File: src/tmcw_pkg.sv
// Shared types, constants and helper functions for the text mode console writer.
// No dependencies; every other file imports this package.
package tmcw_pkg;

    localparam int SCREEN_COLUMNS = 80;
    localparam int SCREEN_ROWS    = 25;

    localparam int COL_W  = 7;
    localparam int ROW_W  = 5;
    localparam int POS_W  = 7;
    localparam int ADDR_W = 11;
    localparam int CFG_INDEX_W = 2;
    localparam int CFG_DATA_W  = 24;

    localparam logic [1:0] REQ_WRITE   = 2'd0;
    localparam logic [1:0] REQ_CLEAR   = 2'd1;
    localparam logic [1:0] REQ_SET_COL = 2'd2;
    localparam logic [1:0] REQ_SET_ROW = 2'd3;

    localparam logic [CFG_INDEX_W-1:0] CFG_FOREGROUND = 2'd0;
    localparam logic [CFG_INDEX_W-1:0] CFG_BACKGROUND = 2'd1;
    localparam logic [CFG_INDEX_W-1:0] CFG_COLOR_MAP  = 2'd2;

    localparam logic [7:0] CH_BACKSPACE = 8'h08;
    localparam logic [7:0] CH_LINE_FEED = 8'h0A;
    localparam logic [7:0] CH_RETURN    = 8'h0D;
    localparam logic [7:0] CH_SPACE     = 8'h20;

    localparam logic [CFG_DATA_W-1:0] COLOR_MAP_RESET = 24'hFAC688;

    localparam logic [COL_W-1:0] COL_LAST  = COL_W'(SCREEN_COLUMNS - 1);
    localparam logic [ROW_W-1:0] ROW_LAST  = ROW_W'(SCREEN_ROWS - 1);
    localparam logic [POS_W-1:0] COL_LIMIT = POS_W'(SCREEN_COLUMNS);
    localparam logic [POS_W-1:0] ROW_LIMIT = POS_W'(SCREEN_ROWS);

    typedef struct packed {
        logic [1:0]       req_type;
        logic [7:0]       char_code;
        logic [POS_W-1:0] position_value;
    } req_t;

    typedef struct packed {
        logic              status;
        logic              cell_write;
        logic              fill_screen;
        logic [ADDR_W-1:0] cell_address;
        logic [15:0]       cell_value;
        logic [COL_W-1:0]  cursor_column;
        logic [ROW_W-1:0]  cursor_row;
        logic [ADDR_W-1:0] cursor_position;
    } result_t;

    // Linear cell index row * SCREEN_COLUMNS + column, kept to the address width.
    function automatic logic [ADDR_W-1:0] linear_index(input logic [ROW_W-1:0] row,
                                                      input logic [COL_W-1:0] col);
        logic [ADDR_W-1:0] prod;
        prod = ADDR_W'(ADDR_W'(row) * ADDR_W'(SCREEN_COLUMNS));
        return prod + ADDR_W'(col);
    endfunction

endpackage

File: src/tmcw_attr.sv
// Colour configuration registers and the attribute byte built from them.
// Depends on tmcw_pkg.
module tmcw_attr
    import tmcw_pkg::*;
(
    input  logic                   aclk,
    input  logic                   aresetn,
    input  logic                   cfg_valid,
    input  logic [CFG_INDEX_W-1:0] cfg_index,
    input  logic [CFG_DATA_W-1:0]  cfg_data,
    output logic [7:0]             attribute
);

    logic [3:0]            foreground_reg;
    logic [3:0]            background_reg;
    logic [CFG_DATA_W-1:0] color_map_reg;
    logic [2:0]            map_entry [8];

    always_ff @(posedge aclk) begin
        if (!aresetn) begin
            foreground_reg <= '0;
            background_reg <= '0;
            color_map_reg  <= COLOR_MAP_RESET;
        end else if (cfg_valid) begin
            case (cfg_index)
                CFG_FOREGROUND: foreground_reg <= cfg_data[3:0];
                CFG_BACKGROUND: background_reg <= cfg_data[3:0];
                CFG_COLOR_MAP:  color_map_reg  <= cfg_data;
                default: ;
            endcase
        end
    end

    always_comb begin
        for (int i = 0; i < 8; i++) begin
            map_entry[i] = color_map_reg[3*i +: 3];
        end
    end

    // The top bit of a console colour selects the bright variant of the mapped colour.
    assign attribute = {background_reg[3], map_entry[background_reg[2:0]],
                        foreground_reg[3], map_entry[foreground_reg[2:0]]};

endmodule

File: src/tmcw_cursor.sv
// Cursor registers and the per-request decode that forms one result word.
// Depends on tmcw_pkg.
module tmcw_cursor
    import tmcw_pkg::*;
(
    input  logic       aclk,
    input  logic       aresetn,
    input  logic       step,
    input  req_t       req,
    input  logic [7:0] attribute,
    output result_t    result
);

    logic [COL_W-1:0] column_reg, column_next;
    logic [ROW_W-1:0] row_reg, row_next;
    logic [ROW_W-1:0] row_down;
    logic [COL_W-1:0] column_inc;

    assign row_down   = (row_reg == ROW_LAST) ? ROW_LAST : row_reg + ROW_W'(1);
    assign column_inc = column_reg + COL_W'(1);

    always_comb begin
        column_next = column_reg;
        row_next    = row_reg;
        result      = '0;
        case (req.req_type)
            REQ_WRITE: begin
                if (req.char_code == CH_BACKSPACE) begin
                    if (column_reg != '0) begin
                        column_next = column_reg - COL_W'(1);
                    end else if (row_reg != '0) begin
                        row_next    = row_reg - ROW_W'(1);
                        column_next = COL_LAST;
                    end
                end else if (req.char_code == CH_RETURN) begin
                    column_next = '0;
                end else if (req.char_code == CH_LINE_FEED) begin
                    column_next = '0;
                    row_next    = row_down;
                end else begin
                    result.cell_write   = 1'b1;
                    result.cell_address = linear_index(row_reg, column_reg);
                    result.cell_value   = {attribute, req.char_code};
                    if (column_reg == COL_LAST) begin
                        column_next = '0;
                        row_next    = row_down;
                    end else begin
                        column_next = column_inc;
                    end
                end
            end
            REQ_CLEAR: begin
                result.fill_screen = 1'b1;
                result.cell_value  = {attribute, CH_SPACE};
                column_next        = '0;
                row_next           = '0;
            end
            REQ_SET_COL: begin
                if (req.position_value >= COL_LIMIT) begin
                    result.status = 1'b1;
                end else begin
                    column_next = req.position_value[COL_W-1:0];
                end
            end
            REQ_SET_ROW: begin
                if (req.position_value >= ROW_LIMIT) begin
                    result.status = 1'b1;
                end else begin
                    row_next = req.position_value[ROW_W-1:0];
                end
            end
            default: ;
        endcase
        result.cursor_column   = column_next;
        result.cursor_row      = row_next;
        result.cursor_position = linear_index(row_next, column_next);
    end

    always_ff @(posedge aclk) begin
        if (!aresetn) begin
            column_reg <= '0;
            row_reg    <= '0;
        end else if (step) begin
            column_reg <= column_next;
            row_reg    <= row_next;
        end
    end

    a_column_on_screen: assert property (@(posedge aclk) disable iff (!aresetn)
        column_reg <= COL_LAST)
        else $error("cursor column left the screen");

    a_row_on_screen: assert property (@(posedge aclk) disable iff (!aresetn)
        row_reg <= ROW_LAST)
        else $error("cursor row left the screen");

    a_clear_homes: assert property (@(posedge aclk) disable iff (!aresetn)
        step && req.req_type == REQ_CLEAR |=> column_reg == '0 && row_reg == '0)
        else $error("clear did not home the cursor");

    a_reject_holds: assert property (@(posedge aclk) disable iff (!aresetn)
        step && result.status |=> $stable(column_reg) && $stable(row_reg))
        else $error("rejected set request moved the cursor");

endmodule

File: src/text_mode_console_writer_top.sv
// Top level of the text mode console writer: input register, result register
// and handshakes around tmcw_attr and tmcw_cursor. Depends on tmcw_pkg.
//
//   channel | direction | handshake            | payload
//   s_      | in        | s_valid / s_ready    | s_req_type, s_char_code, s_position_value
//   m_      | out       | m_valid / m_ready    | m_status ... m_cursor_position
//   cfg_    | in        | cfg_valid / cfg_ready| cfg_index, cfg_data
//
// Each word passes the input register, then the cursor decode into the result register.
// One word is accepted every cycle while the result side keeps taking words.
// Reset is synchronous and active low; it empties both registers, homes the cursor
// and restores the default colours. A stall on m_ready fills the input register and
// then holds s_ready low. Configuration writes are always accepted.
module text_mode_console_writer_top
    import tmcw_pkg::*;
(
    input  logic                   aclk,
    input  logic                   aresetn,
    input  logic                   s_valid,
    output logic                   s_ready,
    input  logic [1:0]             s_req_type,
    input  logic [7:0]             s_char_code,
    input  logic [POS_W-1:0]       s_position_value,
    output logic                   m_valid,
    input  logic                   m_ready,
    output logic                   m_status,
    output logic                   m_cell_write,
    output logic                   m_fill_screen,
    output logic [ADDR_W-1:0]      m_cell_address,
    output logic [15:0]            m_cell_value,
    output logic [COL_W-1:0]       m_cursor_column,
    output logic [ROW_W-1:0]       m_cursor_row,
    output logic [ADDR_W-1:0]      m_cursor_position,
    input  logic                   cfg_valid,
    output logic                   cfg_ready,
    input  logic [CFG_INDEX_W-1:0] cfg_index,
    input  logic [CFG_DATA_W-1:0]  cfg_data
);

    logic    in_valid_reg;
    req_t    in_req_reg;
    logic    out_valid_reg;
    result_t out_result_reg;
    result_t result_next;
    logic    advance;
    logic    fire;
    logic [7:0] attribute;

    assign advance   = !out_valid_reg || m_ready;
    assign fire      = in_valid_reg && advance;
    assign s_ready   = !in_valid_reg || advance;
    assign cfg_ready = 1'b1;

    tmcw_attr u_attr (
        .aclk      (aclk),
        .aresetn   (aresetn),
        .cfg_valid (cfg_valid),
        .cfg_index (cfg_index),
        .cfg_data  (cfg_data),
        .attribute (attribute)
    );

    tmcw_cursor u_cursor (
        .aclk      (aclk),
        .aresetn   (aresetn),
        .step      (fire),
        .req       (in_req_reg),
        .attribute (attribute),
        .result    (result_next)
    );

    always_ff @(posedge aclk) begin
        if (!aresetn) begin
            in_valid_reg <= 1'b0;
        end else if (s_valid && s_ready) begin
            in_valid_reg <= 1'b1;
        end else if (fire) begin
            in_valid_reg <= 1'b0;
        end
    end

    always_ff @(posedge aclk) begin
        if (s_valid && s_ready) begin
            in_req_reg <= '{req_type: s_req_type, char_code: s_char_code,
                            position_value: s_position_value};
        end
    end

    always_ff @(posedge aclk) begin
        if (!aresetn) begin
            out_valid_reg <= 1'b0;
        end else if (fire) begin
            out_valid_reg <= 1'b1;
        end else if (m_ready) begin
            out_valid_reg <= 1'b0;
        end
    end

    always_ff @(posedge aclk) begin
        if (fire) begin
            out_result_reg <= result_next;
        end
    end

    assign m_valid           = out_valid_reg;
    assign m_status          = out_result_reg.status;
    assign m_cell_write      = out_result_reg.cell_write;
    assign m_fill_screen     = out_result_reg.fill_screen;
    assign m_cell_address    = out_result_reg.cell_address;
    assign m_cell_value      = out_result_reg.cell_value;
    assign m_cursor_column   = out_result_reg.cursor_column;
    assign m_cursor_row      = out_result_reg.cursor_row;
    assign m_cursor_position = out_result_reg.cursor_position;

    a_single_command: assert property (@(posedge aclk) disable iff (!aresetn)
        out_valid_reg |-> !(out_result_reg.cell_write && out_result_reg.fill_screen))
        else $error("cell write and fill issued together");

    a_result_held: assert property (@(posedge aclk) disable iff (!aresetn)
        out_valid_reg && !m_ready |=> out_valid_reg && $stable(out_result_reg))
        else $error("stalled result word changed");

    a_no_overwrite: assert property (@(posedge aclk) disable iff (!aresetn)
        in_valid_reg && !advance |=> in_valid_reg && $stable(in_req_reg))
        else $error("held request word was lost");

endmodule

File: config.mk
export PLATFORM = sky130hd
export DESIGN_NAME = text_mode_console_writer_top
export DESIGN_NICKNAME = d
export VERILOG_FILES = /design/src/tmcw_pkg.sv /design/src/tmcw_attr.sv /design/src/tmcw_cursor.sv /design/src/text_mode_console_writer_top.sv
export SDC_FILE = /design/constraint.sdc
export NUM_CORES = 1
export LEC_CHECK = 0
export BUFFER_PORTS_ARGS = -buffer_cell sky130_fd_sc_hd__buf_2
export CAP_MARGIN = 20
export CORE_AREA = 2 2 110 112
export DETAILED_ROUTE_END_ITERATION = 8
export DIE_AREA = 0 0 112 114
export PLACE_DENSITY = 0.77
export SYNTH_ARGS = -nofsm -noshare
export SYNTH_HDL_FRONTEND = slang
export SYNTH_HIERARCHICAL = 1
export SYNTH_SLANG_ARGS = --single-unit
File: constraint.sdc
create_clock -name aclk -period 5.1 [get_ports aclk]
set_input_delay 0.51 -clock aclk [delete_from_list [all_inputs] [get_ports aclk]]
set_output_delay 0.51 -clock aclk [all_outputs]
set_load 0.005 [all_outputs]
### Yosys cells after proc, flatten, opt, wreduce, memory -nomap -nowiden

Index checks and enable logic that the tools add are counted.

* $add $sub $neg: 6
* $mul: 2
* $lt $le $gt $ge: 4
* equal/unequal tests: 10
* mux-type cells: 36
* bitwise operators: 3
* reduce and logical (&&, ||, !) cells: 17

Operator list (count)
* 7-bit 2-to-1 mux: 7
* 16-bit 2-to-1 mux: 3
* 5-bit 2-to-1 mux: 8
* 16-bit case mux with 2 select lines: 1
* 8-bit by 4-bit equality test with 1-bit output (second input constant): 3
* 11-bit by 7-bit adder with 11-bit output: 2
* 7-bit case mux with 3 select lines: 1
* 3-bit binary-select mux with 3-bit select: 2
* 5-bit case mux with 3 select lines: 1
* 5-bit by 3-bit multiplier with 7-bit output (second input constant): 2
* 3-bit 2-to-1 mux: 4
* 4-bit >= comparator (second input constant): 2
* 1-bit 2-to-1 mux: 8
* 3-bit NOT with 4-bit output: 2
* 7-bit by 1-bit adder with 7-bit output (second input constant): 1
* 7-bit equality test (second input constant): 1
* 7-bit by 5-bit >= comparator with 1-bit output (second input constant): 1
* 7-bit >= comparator (second input constant): 1
* 7-bit nonzero test: 1
* 7-bit by 1-bit subtractor with 7-bit output (second input constant): 1
* 2-bit equality test (second input constant): 3
* 2-bit AND reduction: 3
* 5-bit by 1-bit adder with 5-bit output (second input constant): 1
* 5-bit equality test (second input constant): 1
* 12 further kinds: 18

* register bits: 116
* bits of input ports: 48
* output and inout port bits: 56
* word-level logic and storage cells: 96

### Logic depth before layout (Yosys ltp)

Gate-level depths: netlist of run 1.

* depth after elaboration: 9
* mapped depth: 17
* mapped depth without buffers: 17

### Hierarchy

The synthesis of run 1 kept the hierarchy.

By module, submodules not included
* tmcw_cursor: instances 1, cells each 360, area each 2463.6 sq um, seq. area each 240.2 sq um
* text_mode_console_writer_top: instances 1, cells each 81, area each 2217.1 sq um, seq. area each 2142.1 sq um
* tmcw_attr: instances 1, cells each 156, area each 1600.3 sq um, seq. area each 640.6 sq um

### Least setup slack after synthesis of run 1

Ideal clock, no wire load.

* kind: reg-to-reg
* start: register u_cursor.column_reg[3]
* end: register out_result_reg (netlist bit m_cursor_position[10]) (data pin)
* library setup time: 0.265 ns
* data arrival time: 3.747 ns
* data required time: 4.835 ns
* path slack: 1.088 ns
* stages on the path, launching flop included: 18
* path buffers: 1
* clock period less this slack: 4.012 ns
* cell sequence: dfxtp_1 -> clkbuf_1 -> nor4_1 -> nand3b_1 -> nor4_1 -> mux2_2 -> nand2_1 -> o211ai_1 -> mux2_2 -> ha_1 -> ha_1 -> inv_1 -> fa_1 -> or2_2 -> nor3_1 -> a21oi_1 -> o211ai_1 -> xor2_1

RTL lines
* from (decl): line tmcw_cursor.sv:14 `logic [COL_W-1:0] column_reg, column_next;`
* from (signal assigned): line tmcw_cursor.sv:84 `column_reg <= column_next;`
* to (signal assigned): line text_mode_console_writer_top.sv:101 `out_result_reg <= result_next;`
* to (decl): line text_mode_console_writer_top.sv:43 `result_t out_result_reg;`

==> flow_summary.yaml, run 1 <==
logic_synthesis:
  seq_area_frac_synth_pct: 48.1
  synth_cells: 597
  post_synth.cell_area_avg_um2: 10.5
  syn_nets: 673
  synth_flop_cell: "edfxtp_1"
  post_synth_num_cell_types: 66
  synth_enable_flop_cells: 70
  synth_async_sr_flop_share_pct: 0
  synth.ff_latch_count: 116
  post_synth_instance_area_um2: 6280
  synth.yosys.warnings: 6
power_and_ir_drop:
  power.clock.fraction_pct: 45.0
  p_int_uw: 1840
  max-vdd-ir-drop_uv: 179
  switching_share_of_total_power_pct: 25.7
  report.power.total_uw: 2470
  power.net_switching_uw: 635
  p_seq_share_pct: 43.9
  powerDensity_nw_per_um2: 333
  leakage_uw: 0.00314
  power_frac_comb_pct: 11.0
clock_network:
  clk-insertion-delay-late_ns: 0.41
  cts_inserted_buffers: 17
  cts.path.max_buffers: 2
  cts_resized: 0
  hold_buffers: 0
  tritoncts: "built"
  htreeDepth: 4
  cts.sink_count: 116
  cts-root-buf: "clkbuf_16"
  clock_slew_at_reported_path_ffs_ns: 0.06
  post-cts-setup-buffer-count: 0
critical_path:
  worstSetupStartpointType: "register"
  crit_path_max_fanout: 13
  crit_end_category: "register"
  timing.reg2reg.worst_path_depth: 16
  critical_path_arrival_ns: 4.71
  worstPathRequired_ns: 5.24
  critPathKind: "reg -> reg"
final_layout:
  final_core_utilization_pct: 63.4
  area_growth_syn_to_layout_pct: 18.1
  largest_register_ff_count: 24
  seqCellArea_um2: 3020
  n_antenna_cell: 0
  final_net_count: 767
  multi_input_gate_area_in_the_final_layout_um2: 3020
  layout-drive-gt1-share_pct: 23.7
  layout.filler_cells: 982
grt:
  grt_start_max_net_pins: 42
  grt.total_usage_pct: 23.8
  grt_first_pass_wirelength_um: 24000
  vias_in_the_first_global_route: 4801
  antenna_found_initial: 0
  globalRoute.totalOverflow: 0
sta:
  setup_viol: 0
  setup_tns_ns: 0
  final.hold.worst_slack_ns: 0.275
  slew-limit-headroom_pct: 44.1
  period_minus_slack_ns: 4.56
  maxSlewViolCount: 0
  clock-skew-final_ns: 0.00779
  maxClockFrequency_mhz: 219
  final_critical_path_setup_slack_ns: 0.535
  finalHoldViolations: 0
  rsz_0062_raised_after_global_routing: "no"
  min_period_over_period_pct: 89.5
  worst-slew-pin-transition_ns: 0.836
drt:
  drt-wirelength-per-cell_um: 17.5
  number_of_drc_markers_after_the_initial_detailed_route_iteration: 412
  num_vias: 4951
  ant_nets: 0
  drt-total-wl_um: 14900
  drt_pass1_iterations: 6
  vias_per_cell: 5.82
  remaining_drc_errors: 0
placed_design:
  half_perimeter_wire_length_after_placement_um: 10600
  gp_routability_congestion: 0.923
  detailedPlace.worstSlack_ns: 0.612
  port-buffer-count: 102
worst_hold_path:
  hold_path_class: "in -> reg"
  hold_crit_depth: 1
die:
  pin_count: 104
  coreArea_um2: 11700
  rows: 40
  die_area_um2: 12800
  chipWidth_um: 112
  die_h_um: 114
  start_util_pct: 53.6
outcome:
  outcome: "completed"
flow_run:
  drv.max_cap_violation_count: 0
==> cells in the mapped netlist, drive strengths merged (3+ instances only) <==
cell | number | area (µm²)
and2 | 14 | 87.6
nor2b | 14 | 95.1
a211oi | 3 | 27.5
o21a | 5 | 37.5
a21oi | 23 | 115
nand2 | 87 | 329
or3 | 4 | 25.0
dfxtp | 46 | 921
nor3b | 5 | 53.8
o211ai | 7 | 52.6
and3 | 10 | 62.6
nand2b | 4 | 25.0
mux2 | 10 | 113
mux4 | 12 | 315
xor2 | 10 | 87.6
or2 | 3 | 18.8
mux2i | 14 | 140
buf | 16 | 114
o21ai | 26 | 130
nand3 | 32 | 160
a31oi | 5 | 31.3
nor2 | 40 | 150
nand3b | 7 | 65.1
a21boi | 15 | 113
a21o | 6 | 45.0
nor4 | 3 | 18.8
inv | 14 | 52.6
xnor2 | 6 | 52.6
ha | 24 | 300
nor3 | 10 | 50.1
clkbuf | 21 | 80.1
fa | 4 | 80.1
edfxtp | 70 | 2100
==> layer usage <==
layer	vias to the layer above	GRT usage, %	share of wire [%]
met5	-	0	0
met4	0	10.3	3.3
met3	37	5.84	6.3
met2	193	40.1	49
met1	2359	29.4	42
li1	2362	-	-
==> area by class of cell <==
class | count | share of cell area [%]
clock buffer | 17 | 5.73
clock inverter | 15 | 1.75
inverter | 14 | 0.708
multi-input combinational | 430 | 40.7
sequential | 116 | 40.7
tap | 147 | 2.48
timing repair buffer | 112 | 7.89
==> metrics by stage <==
stage | instances | area (µm²)
detailed placement | 819 | 6860
global route | 851 | 7420
finish | 851 | 7420
CTS | 851 | 7420
global placement | 819 | 6860
floorplan | 597 | 6280
==> final timing paths <==
| path | slack [ns] | startpoint | end |
|---|---|---|---|
| max | 0.54 | u_cursor/column_reg[2]$_SDFFE_PN0P_ | m_cursor_position[10]$_DFFE_PP_ |
| min | 0.28 | s_char_code[2] | in_req_reg[9]$_DFFE_PP_ |
| max reg2reg | 0.54 | u_cursor/column_reg[2]$_SDFFE_PN0P_ | m_cursor_position[10]$_DFFE_PP_ |
| min reg2reg | 0.47 | u_attr/color_map_reg[6]$_SDFFE_PN0P_ | u_attr/color_map_reg[6]$_SDFFE_PN0P_ |
==> placed cells by master, fill, tap and decap left out, types with 3 or more instances in the layout <==
cell / instances
buf_2: 102
and3_1: 10
nor3b_1: 3
inv_6: 4
buf_4: 10
o211ai_1: 7
mux4_1: 12
inv_1: 14
clkbuf_16: 17
a21o_1: 6
edfxtp_1: 70
mux2_2: 10
clkinvlp_4: 3
fa_1: 4
nand2_1: 86
a21oi_1: 23
nor4_1: 3
nor2_1: 40
xor2_1: 10
nor3_1: 10
nand2b_1: 4
or2_2: 3
a21boi_1: 3
a21boi_0: 12
a31oi_1: 5
o21a_1: 5
xnor2_1: 6
nor2b_1: 12
o21ai_0: 25
nand3_1: 32
nand3b_1: 6
dfxtp_1: 46
mux2i_1: 14
and2_1: 14
or3_1: 4
ha_1: 24
clkinv_2: 5
==> critical path: stages (launching register included) <==
cell	delay, ns
dfxtp_1	0.45
nor4_1	0.48
nand3b_1	0.28
nor4_1	0.27
mux2_2	0.38
nand2_1	0.08
o211ai_1	0.12
mux2_2	0.32
ha_1	0.28
ha_1	0.21
inv_1	0.07
fa_1	0.46
or2_2	0.34
nor3_1	0.16
a21oi_1	0.07
o211ai_1	0.22
xor2_1	0.10
==> kinds of logic after synthesis <==
group                    after synthesis  share of synthesized area [%]
AND/OR/NAND/NOR                      239                           19.0
flip-flops                           116                           48.1
AO/OA/AOI/OAI                        110                           11.6
buffers and inverters                 51                           3.92
multiplexers                          36                           9.04
adder cells (fa/ha/maj)               28                           6.06
XOR/XNOR                              16                           2.23
other                                  1                         0.0597
==> power by group through the flow <==
stage                     Clock (µW)  Combinational [µW]  Sequential [µW]
after detailed placement           0                 269             1110
after floorplan                    0                 186             1090
after CTS                       1130                 273             1090
after global routing            1170                 304             1090
after global placement             0                 264             1100
final                           1110                 273             1090
No activity file was read; power rests on OpenSTA's default activity.
==> run 2: changes to the inputs <==
Settings changed: PLACE_DENSITY 0.77 to 0.86, RECOVER_POWER from default to 25.
==> flow_summary.yaml, run 2 (synthesis gave the netlist of run 1 again) <==
outcome:
  outcome: "finished, violations left"
  failing_checks: "max-capacitance violations, max-slew violations"
critical_path:
  critPathKind: "reg -> reg"
  cp_cell_instances: "inv_1 > ha_1 > nor4b_1 > nor2_1 > mux2_2 > nand2_1 > o211ai_1 > mux2_2 > ha_1 > ha_1 > inv_1 > fa_1 > or2_2 > nor3_1 > a21oi_1 > o211ai_1 > xor2_1"
  worstPathRequired_ns: 5.25
  crit_path_max_fanout: 8
  critical_path_arrival_ns: 4.75
  timing.reg2reg.worst_path_depth: 17
  worstSetupStartpointType: "register"
  timing.critical_path.mode_cell: "ha_1"
  critical-path-slowest-cell: "nor4b_1"
  slowest_delay_ns: 0.73
  worst-r2r-setup-slack_ns: 0.50
  crit_end_category: "register"
drt:
  drt-wirelength-per-cell_um: 18.4
  vias_per_cell: 5.98
  drt_pass1_iterations: 6
  drt-total-wl_um: 15700
  number_of_drc_markers_after_the_initial_detailed_route_iteration: 516
  remaining_drc_errors: 0
  ant_nets: 0
  num_vias: 5095
grt:
  vias_in_the_first_global_route: 5011
  grt_first_pass_wirelength_um: 24900
  antenna_found_initial: 0
  grt_start_max_net_pins: 42
  globalRoute.totalOverflow: 0
  grt.total_usage_pct: 24.9
final_layout:
  mostFrequentLayoutCells: "buf_2, nand2_1, edfxtp_1"
  most_common_library_cell_in_the_layout_ignoring_fill_and_taps: "buf_2"
  area_growth_syn_to_layout_pct: 18.3
  layout-drive-gt1-share_pct: 22.7
  largest_register_ff_count: 24
  n_antenna_cell: 0
  stdcell_count: 852
  final_net_count: 768
placed_design:
  gp_routability_congestion: 0.972
  numPlacedInstances: 820
  detailedPlace.worstSlack_ns: 0.571
  port-buffer-count: 102
  half_perimeter_wire_length_after_placement_um: 11100
clock_network:
  clock_slew_at_reported_path_ffs_ns: 0.05
  cts.sink_count: 116
  tritoncts: "built"
  clk-insertion-delay-late_ns: 0.42
  cts_inserted_buffers: 17
  hold_buffers: 0
  cts_resized: 0
  post-cts-setup-buffer-count: 0
  cts-root-buf: "clkbuf_16"
  cts.path.max_buffers: 2
  htreeDepth: 4
sta:
  clock-skew-final_ns: 0.0191
  final.hold.worst_slack_ns: 0.276
  rsz_0062_raised_after_global_routing: "no"
  maxClockFrequency_mhz: 217
  setup_viol: 0
  finalHoldViolations: 0
  final_critical_path_setup_slack_ns: 0.500
  min_period_over_period_pct: 90.2
  slew-limit-headroom_pct: -8.90
  setup_tns_ns: 0
  worst-slew-pin-transition_ns: 1.63
  maxSlewViolCount: 42
  period_minus_slack_ns: 4.60
power_and_ir_drop:
  leakage_uw: 0.00313
  report.power.total_uw: 2520
  max-vdd-ir-drop_uv: 182
  powerDensity_nw_per_um2: 340
worst_hold_path:
  hold_path_class: "in -> reg"
  hold_crit_depth: 1
die:
  die_area_um2: 12800
  start_util_pct: 53.6
  rows: 40
  die_h_um: 114
  chipWidth_um: 112
  coreArea_um2: 11700
  pin_count: 104
flow_run:
  drv.max_cap_violation_count: 1
## run 2: final cells by class
class                           count  area [µm²]
Fill cell                         939        4280
Sequential cell                   116        3020
Multi-Input combinational cell    430        3000
Timing Repair Buffer              113         583
Clock buffer                       17         425
Tap cell                          147         184
Clock inverter                     15         156
Inverter                           14        52.6
## run 2: metal layers
metal  share of wire (%)  track usage, %
met5                   0               0
met4                 2.7            12.1
met3                 7.0            5.58
met2                  51            43.0
met1                  40            29.8
## run 2: critical path, delay by kind of cell, from the launching register on
family                     cells  cell delay (ns)
adders and majority gates      4             1.21
DFF                            1             0.42
and+or+nand+nor                5             1.36
buffers and inverters          2             0.26
xor gates and xnor gates       1             0.09
AOI/OAI and AO/OA              3             0.39
muxes                          2             0.62
## run 2: final timing paths
kind                                             start                                   end
setup / recovery      u_cursor/row_reg[0]$_SDFFE_PN0P_       m_cursor_position[10]$_DFFE_PP_
setup reg to reg      u_cursor/row_reg[0]$_SDFFE_PN0P_       m_cursor_position[10]$_DFFE_PP_
hold / removal                          s_char_code[4]              in_req_reg[11]$_DFFE_PP_
hold reg to reg   u_attr/color_map_reg[8]$_SDFFE_PN0P_  u_attr/color_map_reg[8]$_SDFFE_PN0P_
## run 2: per-stage QoR
| step | cell area [µm²] | util, % |
|---|---|---|
| 6_report | 7430 | 63.4 |
| 2_1_floorplan | 6280 | - |
| 3_5_place_dp | 6870 | 58.7 |
| 3_3_place_gp | 6870 | 58.7 |
| 5_1_grt | 7430 | 63.4 |
| 4_1_cts | 7450 | 63.6 |
## run 2: power by group
part / switching [µW] / leakage [µW] / total, µW / internal (µW)
Clock: 439 / 0.000275 / 1160 / 720
Combinational: 160 / 0.00181 / 278 / 118
Sequential: 38.9 / 0.00104 / 1090 / 1050
Total: 638 / 0.00313 / 2520 / 1890
